==> src/hw/rtl/gscc_pkg.sv <==
`timescale 1ns / 1ps
package gscc_pkg;

  localparam int GRID_COLS_DEF = 256;
  localparam int GRID_ROWS_DEF = 256;

  // Shared divider: quotient and numerator width, divisor and remainder width.
  localparam int DIV_NUM_W = 54;
  localparam int DIV_DEN_W = 33;

  // Square root of a sum of two 64-bit squares.
  localparam int SQ_IN_W   = 66;
  localparam int SQ_ROOT_W = 33;

  localparam logic [1:0] CMD_WRITE   = 2'd0;
  localparam logic [1:0] CMD_POINT   = 2'd1;
  localparam logic [1:0] CMD_SEGMENT = 2'd2;
  localparam logic [1:0] CMD_ENDS    = 2'd3;

  localparam logic [2:0] CFG_ORIGIN_X  = 3'd0;
  localparam logic [2:0] CFG_ORIGIN_Y  = 3'd1;
  localparam logic [2:0] CFG_CELL_SIZE = 3'd2;
  localparam logic [2:0] CFG_WIDTH     = 3'd3;
  localparam logic [2:0] CFG_HEIGHT    = 3'd4;
  localparam logic [2:0] CFG_THRESHOLD = 3'd5;

  localparam logic [20:0] CELL_SIZE_RST = 21'd3277;
  localparam logic [8:0]  WIDTH_RST     = 9'd256;
  localparam logic [8:0]  HEIGHT_RST    = 9'd256;
  localparam logic [7:0]  THRESHOLD_RST = 8'd253;

  typedef enum logic [4:0] {
    S_CLEAR,
    S_IDLE,
    S_SEG_ABS,
    S_SEG_SQX,
    S_SEG_SQY,
    S_ROOT_GO,
    S_ROOT_WAIT,
    S_STEPS_GO,
    S_STEPS_WAIT,
    S_STX_MUL,
    S_STX_GO,
    S_STX_WAIT,
    S_STY_MUL,
    S_STY_GO,
    S_STY_WAIT,
    S_PX_GO,
    S_PX_WAIT,
    S_PY_GO,
    S_PY_WAIT,
    S_LOOK,
    S_CMP,
    S_ADV
  } state_t;

endpackage

==> src/hw/rtl/gscc_sqrt.sv <==
`timescale 1ns / 1ps
module gscc_sqrt (
  input  logic                           clk,
  input  logic                           rst_n,
  input  logic                           start,
  input  logic [gscc_pkg::SQ_IN_W-1:0]   radicand,
  output logic                           done,
  output logic [gscc_pkg::SQ_ROOT_W-1:0] root
);

  localparam int IW = gscc_pkg::SQ_IN_W;
  localparam int RW = gscc_pkg::SQ_ROOT_W;
  localparam int MW = RW + 2;
  localparam int CW = $clog2(RW + 1);

  logic          busy_r;
  logic          done_r;
  logic [CW-1:0] cnt_r;
  logic [IW-1:0] val_r;
  logic [RW-1:0] root_r;
  logic [MW-1:0] rem_r;
  logic [MW+1:0] acc;
  logic [MW+1:0] trial;
  logic          ge;

  // Two radicand bits per cycle, one root bit.
  assign acc   = {rem_r, val_r[IW-1:IW-2]};
  assign trial = (MW + 2)'({root_r, 2'b01});
  assign ge    = acc >= trial;

  always_ff @(posedge clk) begin
    if (!rst_n) begin
      busy_r <= 1'b0;
      done_r <= 1'b0;
      cnt_r  <= '0;
    end else begin
      done_r <= 1'b0;
      if (start) begin
        busy_r <= 1'b1;
        cnt_r  <= CW'(RW);
        val_r  <= radicand;
        root_r <= '0;
        rem_r  <= '0;
      end else if (busy_r) begin
        rem_r  <= ge ? MW'(acc - trial) : acc[MW-1:0];
        root_r <= {root_r[RW-2:0], ge};
        val_r  <= {val_r[IW-3:0], 2'b00};
        cnt_r  <= cnt_r - 1'b1;
        if (cnt_r == CW'(1)) begin
          busy_r <= 1'b0;
          done_r <= 1'b1;
        end
      end
    end
  end

  assign done = done_r;
  assign root = root_r;

endmodule

==> config.mk <==
export PLATFORM = sky130hd
export DESIGN_NAME = gscc_sqrt
export DESIGN_NICKNAME = d
export VERILOG_FILES = /design/src/hw/rtl/gscc_pkg.sv /design/src/hw/rtl/gscc_sqrt.sv
export SDC_FILE = /design/constraint.sdc
export NUM_CORES = 1
export LEC_CHECK = 0
export ABC_AREA = 1
export BUFFER_PORTS_ARGS = -buffer_cell sky130_fd_sc_hd__buf_2
export CORE_MARGIN = 4
export CORE_UTILIZATION = 45
export CTS_CLUSTER_DIAMETER = 40
export DETAILED_ROUTE_END_ITERATION = 8
export MAX_ROUTING_LAYER = met4
export PLACE_DENSITY_LB_ADDON = 0.05
export SETUP_SLACK_MARGIN = 0.15
export SYNTH_ARGS = -nofsm -noshare
export SYNTH_HDL_FRONTEND = slang
export SYNTH_SLANG_ARGS = --single-unit
==> constraint.sdc <==
create_clock -name clk -period 9.8 [get_ports clk]
set_input_delay 1.96 -clock clk [delete_from_list [all_inputs] [get_ports clk]]
set_output_delay 1.96 -clock clk [all_outputs]
set_load 0.005 [all_outputs]
# After elaboration in Yosys (flattened, before gate mapping)
# Cells that the tools add are included.
# word_totals
regBits,142
output_inout_bits,34
# op_classes
n_addsub,2
magnitude_cmp,1
eq_ne,1
n_mux,11
bitwise,2
n_reduce_logical,4
# op_table
operator,n
$mux W66,2
$mux W35,2
$ge A37 B35 Y1,1
$sub A35 B35 Y35,1
$mux W33,1
$mux W6,2
$eq A6 B1 Y1 const B,1
$sub A6 B1 Y6 const B,1
$mux W1,4
$reduce_or A3 Y1,1
$not A1 Y1,2
$reduce_and A2 Y1,1
$reduce_bool A2 Y1,1
$reduce_or A2 Y1,1

# Logic depth before layout (Yosys ltp)
# logic_depth
word_depth,4
ltp_mapped,17
mapped_depth_nobuf,17

# Least setup slack after synthesis
# OpenSTA, ideal clock, no wires.
# synth_timing
path_kind,input to register
startpoint,input start
endpoint,"register rem_r[0], enable pin"
t_arrival_ns,8.535
required_ns,9.127
setup_slack_ns,0.592
cell_stages,2
n_path_buf,0
path_cell_list,inv_2 -> a21oi_1
# synth_via
elab_chain_cells,2
# synth_rtl
item,line_no,source
start: declaration,gscc_sqrt.sv:5,"input logic start,"
$reduce_bool A2 Y1 (no line),-,
$reduce_and A2 Y1 (no line),-,
end signal: assignment,gscc_sqrt.sv:45,rem_r <= ge ? MW'(acc - trial) : acc[MW-1:0];
end: declaration,gscc_sqrt.sv:21,logic [MW-1:0] rem_r;
# No other way between the ends.
# A chain may end at the register's enable or synchronous reset.

# Worst setup path after layout
# layout_timing
startpoint,input start
endpoint,"register root_r[28] (netlist: root[28]), enable pin"
# layout_via
elab_chain_cells,2
# layout_rtl
item,line_no,source
$reduce_bool A2 Y1 (no line),-,
$reduce_and A2 Y1 (no line),-,
end signal: assignment,gscc_sqrt.sv:46,"root_r <= {root_r[RW-2:0], ge};"
end: declaration,gscc_sqrt.sv:20,logic [RW-1:0] root_r;
# No other way between the ends.

==> reports/results.ini <==
[floorplanning]
start_util = 0.460
ios = 103
die_height_um = 149
die_w_um = 149
placementRows = 51
fp.coreArea_um2 = 19500
design.die.area_um2 = 22300

[timing]
final.setup.tns_ns = 0
timing.final.max_slew_violations = 0
number_of_setup_violations_in_the_final_report = 0
skew_ns = 0.0200
fin_crit_sh = 0.380
worst_pin_slew_ns = 0.819
slew_headroom = 0.454
timing.fmax_mhz = 269
final.setup.worst_slack_ns = 6.08
final_period_minus_worst_setup_slack_ns = 3.72
hold_violations = 0
grt_setup_unrepaired = no

[yosys]
syn_inst = 1189
synth_area_leaders = edfxtp_1 45%, nand2_1 21%, inv_1 7.5%, nor2_1 5.4%, ha_1 5.2%
post-synth-top-area-fraction = 0.448
postSynthRegisterBits = 142
synth.avg_cell_area_um2 = 7.55
mappedNetlistArea_um2 = 8970
synth_fp_nets = 1295
synth_cell_type_count = 35
synth.largest_area_cell = edfxtp_1
yosysSeqAreaShare = 0.466
synth_warnings = 0

[layout]
finalCoreUtilization = 0.528
final_nets = 1393
num_antenna_cells = 0
area.growth.synth_to_final_pct = 14.8
stdcell_count = 1565
drive_gt1_frac = 0.147

[hold_path]
min_path_type = flop to flop

[routing]
drt.antenna.violating_nets = 0
avgViaCountPerCell = 4.62
drtIter0Drc = 373
via_count = 7235
avg_wl_per_cell_um = 12.8
route.final.wire_length_mm = 20.0
number_of_remaining_drc_errors = 0
detailedRoute.firstPassIterationCount = 5

[clock_tree]
postCtsResizedCells = 0
cts_inserted_buffers = 17
postCtsSetupRepairBufs = 0
post_cts_hold_buffer_count = 0
cts_tree = yes
cts_buffer_depth = 2
clkSlewWorstSetupHoldPaths_ns = 0.06
htree_num_levels = 4
cts_root_buffer = clkbuf_16
numClockSinks = 142
insertion_delay_ns = 0.43

[grt]
grt_antenna_before_repair = 0
grt_start_max_net_pins = 82
grt_use_total = 0.191
grt_first_pass_wirelength_mm = 33.5
first_global_vias = 7146
grt_remaining_overflow = 0

[setup_path]
critical_path.endpoint_type = flop
worst_setup_path_class = primary input to flop
slowest_library_cell_on_the_worst_path = buf_4
worst_ep_arrival_time_ns = 3.77
worst-r2r-setup-slack_ns = 6.86
critical_path.most_common_cell = buf_4
worstSetupStartpointType = primary input
worst_path_largest_cell_delay_ns = 0.64
worst-path-max-fanout = 56
cp_data_required_time_ns = 9.85
critical_path.cell_chain = buf_4, inv_2, a21oi_4, buf_4, buf_4

[power_and_ir_drop]
leakagePower_uw = 0.00526
total_power_uw = 1820
power_per_cell_area_nw_per_um2 = 177
vdd_ir_drop_max_v = 0.000122

[job]
maxCapViolCount = 0

[placed_design]
hpwl_mm = 14.6
globalplace.congestion = 0.898
place_worst_setup_slack_ns = 5.60
post-place-cells = 1533
port-buffer-count = 102

[status]
outcome = finished, final reports clean

[through the flow]
stage / hold slack [ns] / area, um^2
6_report: 0.511 / 10300
5_1_grt: 0.530 / 10300
4_1_cts: 0.511 / 10300
3_5_place_dp: 0.497 / 9720
3_3_place_gp: 0.491 / 9720
2_1_floorplan: 0.471 / 8970
[cells in the final DEF (no fill, tap or decap), types with 4 or more instances in the layout]
master	netlist	routed
dfxtp_1	8	8
nor2_2	26	26
nor2_1	130	130
nor3_1	8	8
nand4_1	4	4
nand3_1	28	28
edfxtp_1	134	134
ha_1	37	37
inv_2	5	5
o21ai_0	5	5
a21oi_1	23	22
nand2_1	501	501
inv_1	180	180
inv_6	0	4
clkbuf_16	0	17
nand2_2	5	5
xor2_1	16	16
nand3b_1	9	9
o21bai_1	13	13
buf_2	4	101
buf_4	0	7
o21bai_2	10	10
[power by group]
part           total, uW  internal [uW]  switching (uW)
Combinational        414            145             269
Clock                661            380             281
Sequential           747            726            21.1
Total               1820           1250             571
[sequential cells by signal (all words and copies together), names as in the netlist]
signal / flops
done: 1
rem_r: 35
busy_r: 1
cnt_r: 6
root: 33
val_r: 66
[per-layer routing]
metal,share of wire,vias up,track usage
met5,0,-,-
met4,0.0083,0,0.0476
met3,0.042,15,0.0404
met2,0.46,116,0.311
met1,0.49,3226,0.246
li1,-,3878,-
[path summary, 6_finish.rpt]
kind | startpoint | end | depth (start not counted)
worst min-delay path | val_r[6]$_DFFE_PP_ | val_r[8]$_DFFE_PP_ | 2
worst min register to register | val_r[6]$_DFFE_PP_ | val_r[8]$_DFFE_PP_ | 2
worst max-delay path | start | root[28]$_SDFFCE_PP0P_ | 5
worst max register to register | rem_r[17]$_SDFFCE_PP0P_ | rem_r[34]$_SDFFCE_PP0P_ | 11
[cell families after synthesis]
kind of cell | share of synthesized area
adder cells (fa/ha/maj) | 0.0516
XOR/XNOR | 0.0185
flip-flops | 0.466
AND/OR/NAND/NOR | 0.327
AO/OA/AOI/OAI | 0.0423
buffers and inverters | 0.0947
[Yosys cell counts, drive strengths merged]
cell / instances
nand2: 506
inv: 185
nor2: 157
edfxtp: 134
ha: 37
nand3: 29
a21oi: 23
o21bai: 23
clkbuf: 22
xor2: 16
nand3b: 9
nor3: 9
dfxtp: 8
buf: 7
nand4: 5
o21ai: 5
nor4: 3
xnor2: 3
and2: 2
o21a: 2
a211oi: 1
a31oi: 1
nor3b: 1
or2: 1
[worst max-delay path, delay by kind of cell]
| family | cells | cell delay [ns] |
|---|---|---|
| buffers and inverters | 4 | 1.55 |
| AOI/OAI and AO/OA | 1 | 0.16 |
[layout make-up]
type                    count  area [um^2]
well taps                 265          332
repair buffers            108          558
clock inverters            15          160
fillers                  1986         9220
clock buffers              17          425
multi-input cells         833         3950
flip-flops and latches    142         4180
inverters                 185          694
Power figures use the tool's default switching activity.
