[config.mk]
export PLATFORM = sky130hd
export DESIGN_NAME = gscc_div
export DESIGN_NICKNAME = d
export VERILOG_FILES = /design/src/hw/rtl/gscc_pkg.sv /design/src/hw/rtl/gscc_div.sv
export SDC_FILE = /design/constraint.sdc
export NUM_CORES = 1
export LEC_CHECK = 0
export BUFFER_PORTS_ARGS = -buffer_cell sky130_fd_sc_hd__buf_2
export CORE_ASPECT_RATIO = 1.4
export CORE_MARGIN = 2
export CORE_UTILIZATION = 52
export CTS_BUF_LIST = sky130_fd_sc_hd__clkbuf_8
export CTS_CLUSTER_DIAMETER = 30
export DETAILED_ROUTE_END_ITERATION = 10
export PLACE_DENSITY = 0.78
export SLEW_MARGIN = 30
export SYNTH_ARGS = -nofsm -noshare
export SYNTH_HDL_FRONTEND = slang
export SYNTH_SLANG_ARGS = --single-unit
[constraint.sdc]
create_clock -name clk -period 4 [get_ports clk]
set_input_delay 0.2 -clock clk [delete_from_list [all_inputs] [get_ports clk]]
set_output_delay 0.2 -clock clk [all_outputs]
set_load 0.02 [all_outputs]
[src/hw/rtl/gscc_pkg.sv]
`timescale 1ns / 1ps
package gscc_pkg;

  localparam int GRID_COLS_DEF = 256;
  localparam int GRID_ROWS_DEF = 256;

  // Shared divider: quotient and numerator width, divisor and remainder width.
  localparam int DIV_NUM_W = 54;
  localparam int DIV_DEN_W = 33;

  // Square root of a sum of two 64-bit squares.
  localparam int SQ_IN_W   = 66;
  localparam int SQ_ROOT_W = 33;

  localparam logic [1:0] CMD_WRITE   = 2'd0;
  localparam logic [1:0] CMD_POINT   = 2'd1;
  localparam logic [1:0] CMD_SEGMENT = 2'd2;
  localparam logic [1:0] CMD_ENDS    = 2'd3;

  localparam logic [2:0] CFG_ORIGIN_X  = 3'd0;
  localparam logic [2:0] CFG_ORIGIN_Y  = 3'd1;
  localparam logic [2:0] CFG_CELL_SIZE = 3'd2;
  localparam logic [2:0] CFG_WIDTH     = 3'd3;
  localparam logic [2:0] CFG_HEIGHT    = 3'd4;
  localparam logic [2:0] CFG_THRESHOLD = 3'd5;

  localparam logic [20:0] CELL_SIZE_RST = 21'd3277;
  localparam logic [8:0]  WIDTH_RST     = 9'd256;
  localparam logic [8:0]  HEIGHT_RST    = 9'd256;
  localparam logic [7:0]  THRESHOLD_RST = 8'd253;

  typedef enum logic [4:0] {
    S_CLEAR,
    S_IDLE,
    S_SEG_ABS,
    S_SEG_SQX,
    S_SEG_SQY,
    S_ROOT_GO,
    S_ROOT_WAIT,
    S_STEPS_GO,
    S_STEPS_WAIT,
    S_STX_MUL,
    S_STX_GO,
    S_STX_WAIT,
    S_STY_MUL,
    S_STY_GO,
    S_STY_WAIT,
    S_PX_GO,
    S_PX_WAIT,
    S_PY_GO,
    S_PY_WAIT,
    S_LOOK,
    S_CMP,
    S_ADV
  } state_t;

endpackage

[src/hw/rtl/gscc_div.sv]
`timescale 1ns / 1ps
module gscc_div (
  input  logic                           clk,
  input  logic                           rst_n,
  input  logic                           start,
  input  logic [gscc_pkg::DIV_NUM_W-1:0] num,
  input  logic [gscc_pkg::DIV_DEN_W-1:0] den,
  output logic                           done,
  output logic [gscc_pkg::DIV_NUM_W-1:0] quot,
  output logic [gscc_pkg::DIV_DEN_W-1:0] rem
);

  localparam int NW = gscc_pkg::DIV_NUM_W;
  localparam int DW = gscc_pkg::DIV_DEN_W;
  localparam int CW = $clog2(NW + 1);

  logic          busy_r;
  logic [CW-1:0] cnt_r;
  logic [NW-1:0] num_r;
  logic [DW-1:0] rem_r;
  logic [DW-1:0] den_r;
  logic          done_r;
  logic [DW:0]   trial;
  logic          ge;

  // One quotient bit per cycle; the quotient shifts in behind the numerator.
  assign trial = {rem_r, num_r[NW-1]};
  assign ge    = trial >= {1'b0, den_r};

  always_ff @(posedge clk) begin
    if (!rst_n) begin
      busy_r <= 1'b0;
      done_r <= 1'b0;
      cnt_r  <= '0;
    end else begin
      done_r <= 1'b0;
      if (start) begin
        busy_r <= 1'b1;
        cnt_r  <= CW'(NW);
        num_r  <= num;
        den_r  <= den;
        rem_r  <= '0;
      end else if (busy_r) begin
        rem_r <= ge ? DW'(trial - {1'b0, den_r}) : trial[DW-1:0];
        num_r <= {num_r[NW-2:0], ge};
        cnt_r <= cnt_r - 1'b1;
        if (cnt_r == CW'(1)) begin
          busy_r <= 1'b0;
          done_r <= 1'b1;
        end
      end
    end
  end

  assign done = done_r;
  assign quot = num_r;
  assign rem  = rem_r;

endmodule

# Word-level counts from Yosys, hierarchy flattened

Index checks and enable logic that the tools add are counted.
W data, S select, Z words.

Add/sub/neg operators: 2
Magnitude comparators: 1
Equal/unequal tests: 1
Multiplexer cells: 10
Bitwise gates (word level): 2
Reduce and logical (&&, ||, !) cells: 5

Operators by type and width:

| cell                  | count |
|---|---|
| $mux W54              | 2 |
| $mux W33              | 2 |
| $ge A34 B33 Y1        | 1 |
| $sub A33 B33 Y33      | 1 |
| $mux W6               | 2 |
| $eq A6 B1 Y1 const B  | 1 |
| $sub A6 B1 Y6 const B | 1 |
| $mux W1               | 4 |
| $reduce_and A2 Y1     | 2 |
| $reduce_or A3 Y1      | 1 |
| $not A1 Y1            | 2 |
| $reduce_bool A2 Y1    | 1 |
| $reduce_or A2 Y1      | 1 |

Register bits: 128
Input bits: 90
Output and inout bits: 88
Word-level logic and storage cells: 28

# Longest topological paths before layout

Word-level depth: 4
Gate-level depth with buffers: 14
Mapped depth without buffers: 12

# Worst setup path before layout

OpenSTA, ideal clock, no wires.

Path type: register -> register
Start point: reg num_r[53] (netlist: quot[53])
End point: reg rem_r[27] (netlist: rem[27]), data pin
Setup time: 0.254 ns
Data arrival time: 2.871 ns
Required time: 3.746 ns
Path slack: 0.874 ns
Stages on the path, launching flop included: 14
Buffers on the path: 1
Period minus slack after synthesis: 3.126 ns
Cell sequence: edfxtp_1 -> inv_1 -> ha_1 -> inv_1 -> fa_1 -> a21o_1 -> a31o_1 -> a22o_1 -> o41ai_4 -> o21a_4 -> a21o_2 -> buf_6 -> nor3_1 -> o21a_1

Longest elaborated chain between the ends: 3
Elaborated cells on any way between the ends: 4
Classes of those cells: 1 x add/sub; 1 x order compare; 2 x mux

Ends and longest elaborated chain:

| element                                                   | line                           | text |
|---|---|---|
| start, declared                                           | gscc_div.sv:19                 | `logic [NW-1:0] num_r;` |
| start signal, assigned                                    | gscc_div.sv:40                 | `num_r <= num;` |
| start signal, assigned                                    | gscc_div.sv:45                 | `num_r <= {num_r[NW-2:0], ge};` |
| $sub A33 B33 Y33 / $ge A34 B33 Y1 (equally long branches) | gscc_div.sv:44, gscc_div.sv:28 |  |
| $mux W33 *                                                | gscc_div.sv:44                 | `rem_r <= ge ? DW'(trial - {1'b0, den_r}) : trial[DW-1:0];` |
| $mux W33 *                                                | gscc_div.sv:43                 | `end else if (busy_r) begin` |
| end signal, assigned                                      | gscc_div.sv:44                 |  |
| end, declared                                             | gscc_div.sv:20                 | `logic [DW-1:0] rem_r;` |

Every way passes the cells marked *; elsewhere a longest branch is shown, timed or not. The select of a mux whose other input is x is not followed.
A chain may end at the register's enable or synchronous reset.

# Worst setup path in the final report

Start point: reg num_r[53] (netlist: quot[53])
End point: reg rem_r[5] (netlist: rem[5]), data pin

The elaborated chain is that of the path after synthesis.

==> metrics.csv <==
metric;value;unit
number of antenna-violating nets in the routed design;0;
highest metal used;met4;
most used flip-flop cell after synthesis;sky130_fd_sc_hd__edfxtp_1;
fin nets;973;
total via count after detailed routing;5728;
cell chain of the critical path;inv_1, ha_1, inv_1, fa_1, a21o_1, a31o_1, a22o_1, o41ai_4, o21a_4, a21o_2, buf_4, nand2_1, a21oi_1;
clock-pin slew on the worst setup and hold paths;0.09;ns
horizontal die dimension;103.4;um
top achievable clock speed;284.8;MHz
CTS max path bufs;2;
Layout Area Growth over Synthesis;24.87;%
master of the slowest instance on the critical path;sky130_fd_sc_hd__a21o_2;
Req. time, crit path;4.29;ns
Syn. warnings;0;
# DRC;0;
Total Power Consumption;3.967;mW
synthesized instance count;636;
sink count of the clock tree;128;
total inserted antenna cells;0;
crit path capture type;flop;
final core utilization;66.79;%
largest family of logic cells by synthesized area;compound AO/OA/AOI/OAI gates;
largest fanout of any net on the critical path;29;
clock tree root buffer cell;sky130_fd_sc_hd__clkbuf_8;
category of the worst setup path launch point;flop;
Unique masters post-synth;57;
initial detailed-routing violation count;255;
grt total ovfl;0;
areal power density over the cells;441.6;nW/um^2
total iterations of the first detailed-routing run;5;
result of the run;complete, no violations;
xor-xnor portion of the synthesized cell area;3.165;%
die height;143.2;um
total number of H-tree levels;4;
portion of the post-synthesis area used by sequential elements;52.31;%
most numerous cell on the critical path;sky130_fd_sc_hd__inv_1;
post-route worst setup slack;0.4890;ns
total of buffers placed on input and output ports;177;
wire length on met1;6908;um
Final TNS setup;0;ns
wire length on met2;8931;um
number of antenna violations at the first check in global routing;0;
Synthesized Nets;762;
Total Die Area;14810;um^2
number of enable-type register cells in the synthesized netlist;120;
endpoint arrival time on the critical path;3.80;ns
starting density of the core;53.49;%
post-route minimum period;3.511;ns
class of the tightest hold or removal check;in -> reg;
largest net degree at the start of global routing;84;
fraction of final layout cells with drive strength greater than 1;32.33;%
standard-cell row count;50;
commonest non-fill, non-tap cell in the layout;sky130_fd_sc_hd__buf_2;
fraction of synthesized area in multiplexers;8.870;%
first-pass GRT wire length;27810;um
clock network latency to the later pin of the worst-skew pair;0.46;ns
Post-Synth Adder-Cell Area;6.365;%
register bit count reported by yosys;128;
worst max-slew margin expressed relative to the limit;41.02;%
share of the synthesized area in compound gates (AO/OA/AOI/OAI);14.21;%
weighted congestion at the end of routability-driven global placement;0.9274;
total CTS buffers;17;
area of the mapped netlist;7194;um^2
final worst path period share;87.77;%
routed via count divided by cell count;5.497;
Routed WL per cell;16.75;um
number of global-route vias before repair;5852;
Max Cap Viol;0;
Total Wirelength;17450;um
all-layer global routing usage;24.42;%
simple-gate area share of the yosys netlist;10.70;%
kind of critical path;reg -> reg;
average cell area after synthesis;11.31;um^2
top cell family by delay on the critical path;compound AO/OA/AOI/OAI gates;
maximum clock skew at final layout;0.01521;ns
count of boundary I/O pins;178;
leakage power figure;3.835;nW
share of synthesized flip-flops with an asynchronous set or reset;0;%
RSZ-0062 raised after global routing;false;
worst path bufs/invs;3;
CTS tree;yes;
transition time at the pin with the least slew margin;0.8846;ns
number of failing setup endpoints in the final timing report;0;
sum of net half-perimeters after detailed placement;12620;um
DP Worst Slack;0.4964;ns
number of setup buffers added after CTS;0;
critical path's largest stage delay;0.48;ns
commonest non-fill, non-tap cells in the layout;sky130_fd_sc_hd__buf_2, sky130_fd_sc_hd__edfxtp_1, sky130_fd_sc_hd__nand2_1, sky130_fd_sc_hd__a21oi_1, sky130_fd_sc_hd__mux2_2;
number of max-slew violations in the final report;0;
Worst IR Drop VDD;311.7;uV
Final Hold Violating Endpoints;0;
area of the placeable core;13450;um^2
met3 layer wire length in the routed design;1171;um
[path summary, 6_finish.rpt]
| check | start | to | slack, ns | depth (start not counted) |
|---|---|---|---|---|
| setup / recovery | quot[53] | rem[5] | 0.49 | 13 |
| hold / removal | num[40] | quot[40] | 0.04 | 2 |
| hold reg to reg | cnt_r[0] | cnt_r[0] | 0.58 | 2 |
| setup reg to reg | quot[53] | rem[5] | 0.49 | 13 |
[per-stage QoR]
stage / instances / cell area, um^2 / hold WS (ns)
floorplan: 636 / 7194 / 0.2989
global placement: 977 / 8233 / 0.3762
detailed placement: 977 / 8233 / 0.3784
CTS: 1042 / 8980 / 0.02223
global route: 1042 / 8984 / 0.01775
finish: 1042 / 8984 / 0.04019
[timing repair]
item	4_1_cts	5_1_grt
resized for setup	0	0
hold buffers	33	0
endpoints found under the setup margin	0	0
hold endpoints to repair	33	0
[cell usage after synthesis, types with 5 or more instances]
master	count	area share [%]
sky130_fd_sc_hd__buf_6	5	0.78
sky130_fd_sc_hd__nand3_1	14	0.97
sky130_fd_sc_hd__ha_1	35	6.1
sky130_fd_sc_hd__mux2_2	54	8.5
sky130_fd_sc_hd__dfxtp_1	8	2.2
sky130_fd_sc_hd__o21a_1	11	1.1
sky130_fd_sc_hd__a21boi_0	9	0.94
sky130_fd_sc_hd__a21oi_1	58	4.0
sky130_fd_sc_hd__inv_1	48	2.5
sky130_fd_sc_hd__o21ai_0	20	1.4
sky130_fd_sc_hd__o21bai_1	6	0.63
sky130_fd_sc_hd__o211ai_1	6	0.63
sky130_fd_sc_hd__nand4_1	6	0.52
sky130_fd_sc_hd__nor2_1	26	1.4
sky130_fd_sc_hd__and3_1	7	0.61
sky130_fd_sc_hd__a21o_1	14	1.5
sky130_fd_sc_hd__xnor2_1	15	1.8
sky130_fd_sc_hd__nor3_1	10	0.70
sky130_fd_sc_hd__clkbuf_1	14	0.73
sky130_fd_sc_hd__edfxtp_1	120	50
sky130_fd_sc_hd__xor2_1	11	1.3
sky130_fd_sc_hd__nand2_1	71	3.7
[per-layer routing]
| metal | GRT usage (%) | vias up |
|---|---|---|
| met5 | 0 | - |
| met4 | 10.18 | 0 |
| li1 | - | 2771 |
| met1 | 27.93 | 2710 |
| met3 | 7.538 | 35 |
| met2 | 41.66 | 212 |
[state kept, by name, summed over array words and instances, names as in the netlist]
name and flops:
busy_r 1, cnt_r 6, den_r 33, done 1
quot 54, rem 33
[area by class of cell]
class / count / area [um^2]
Clock buffer: 17 / 234.0
Multi-Input combinational cell: 435 / 3123
Inverter: 48 / 180.2
Clock inverter: 15 / 182.7
Tap cell: 182 / 227.7
Sequential cell: 128 / 3764
Fill cell: 1064 / 4467
Timing Repair Buffer: 217 / 1272
[logic make-up after synthesis]
family | count (synthesis)
AND/OR/NAND/NOR | 162
AO/OA/AOI/OAI | 154
flip-flops | 128
buffers and inverters | 73
multiplexers | 57
adder cells (fa/ha/maj) | 36
XOR/XNOR | 26
[power breakdown]
group | switching (mW) | internal (mW) | leakage, nW | total [mW]
clock | 0.569 | 0.624 | 0.207 | 1.19
sequential | 0.0650 | 1.61 | 1.21 | 1.67
combinational | 0.652 | 0.449 | 2.41 | 1.10
No activity file was read; power rests on OpenSTA's default activity.
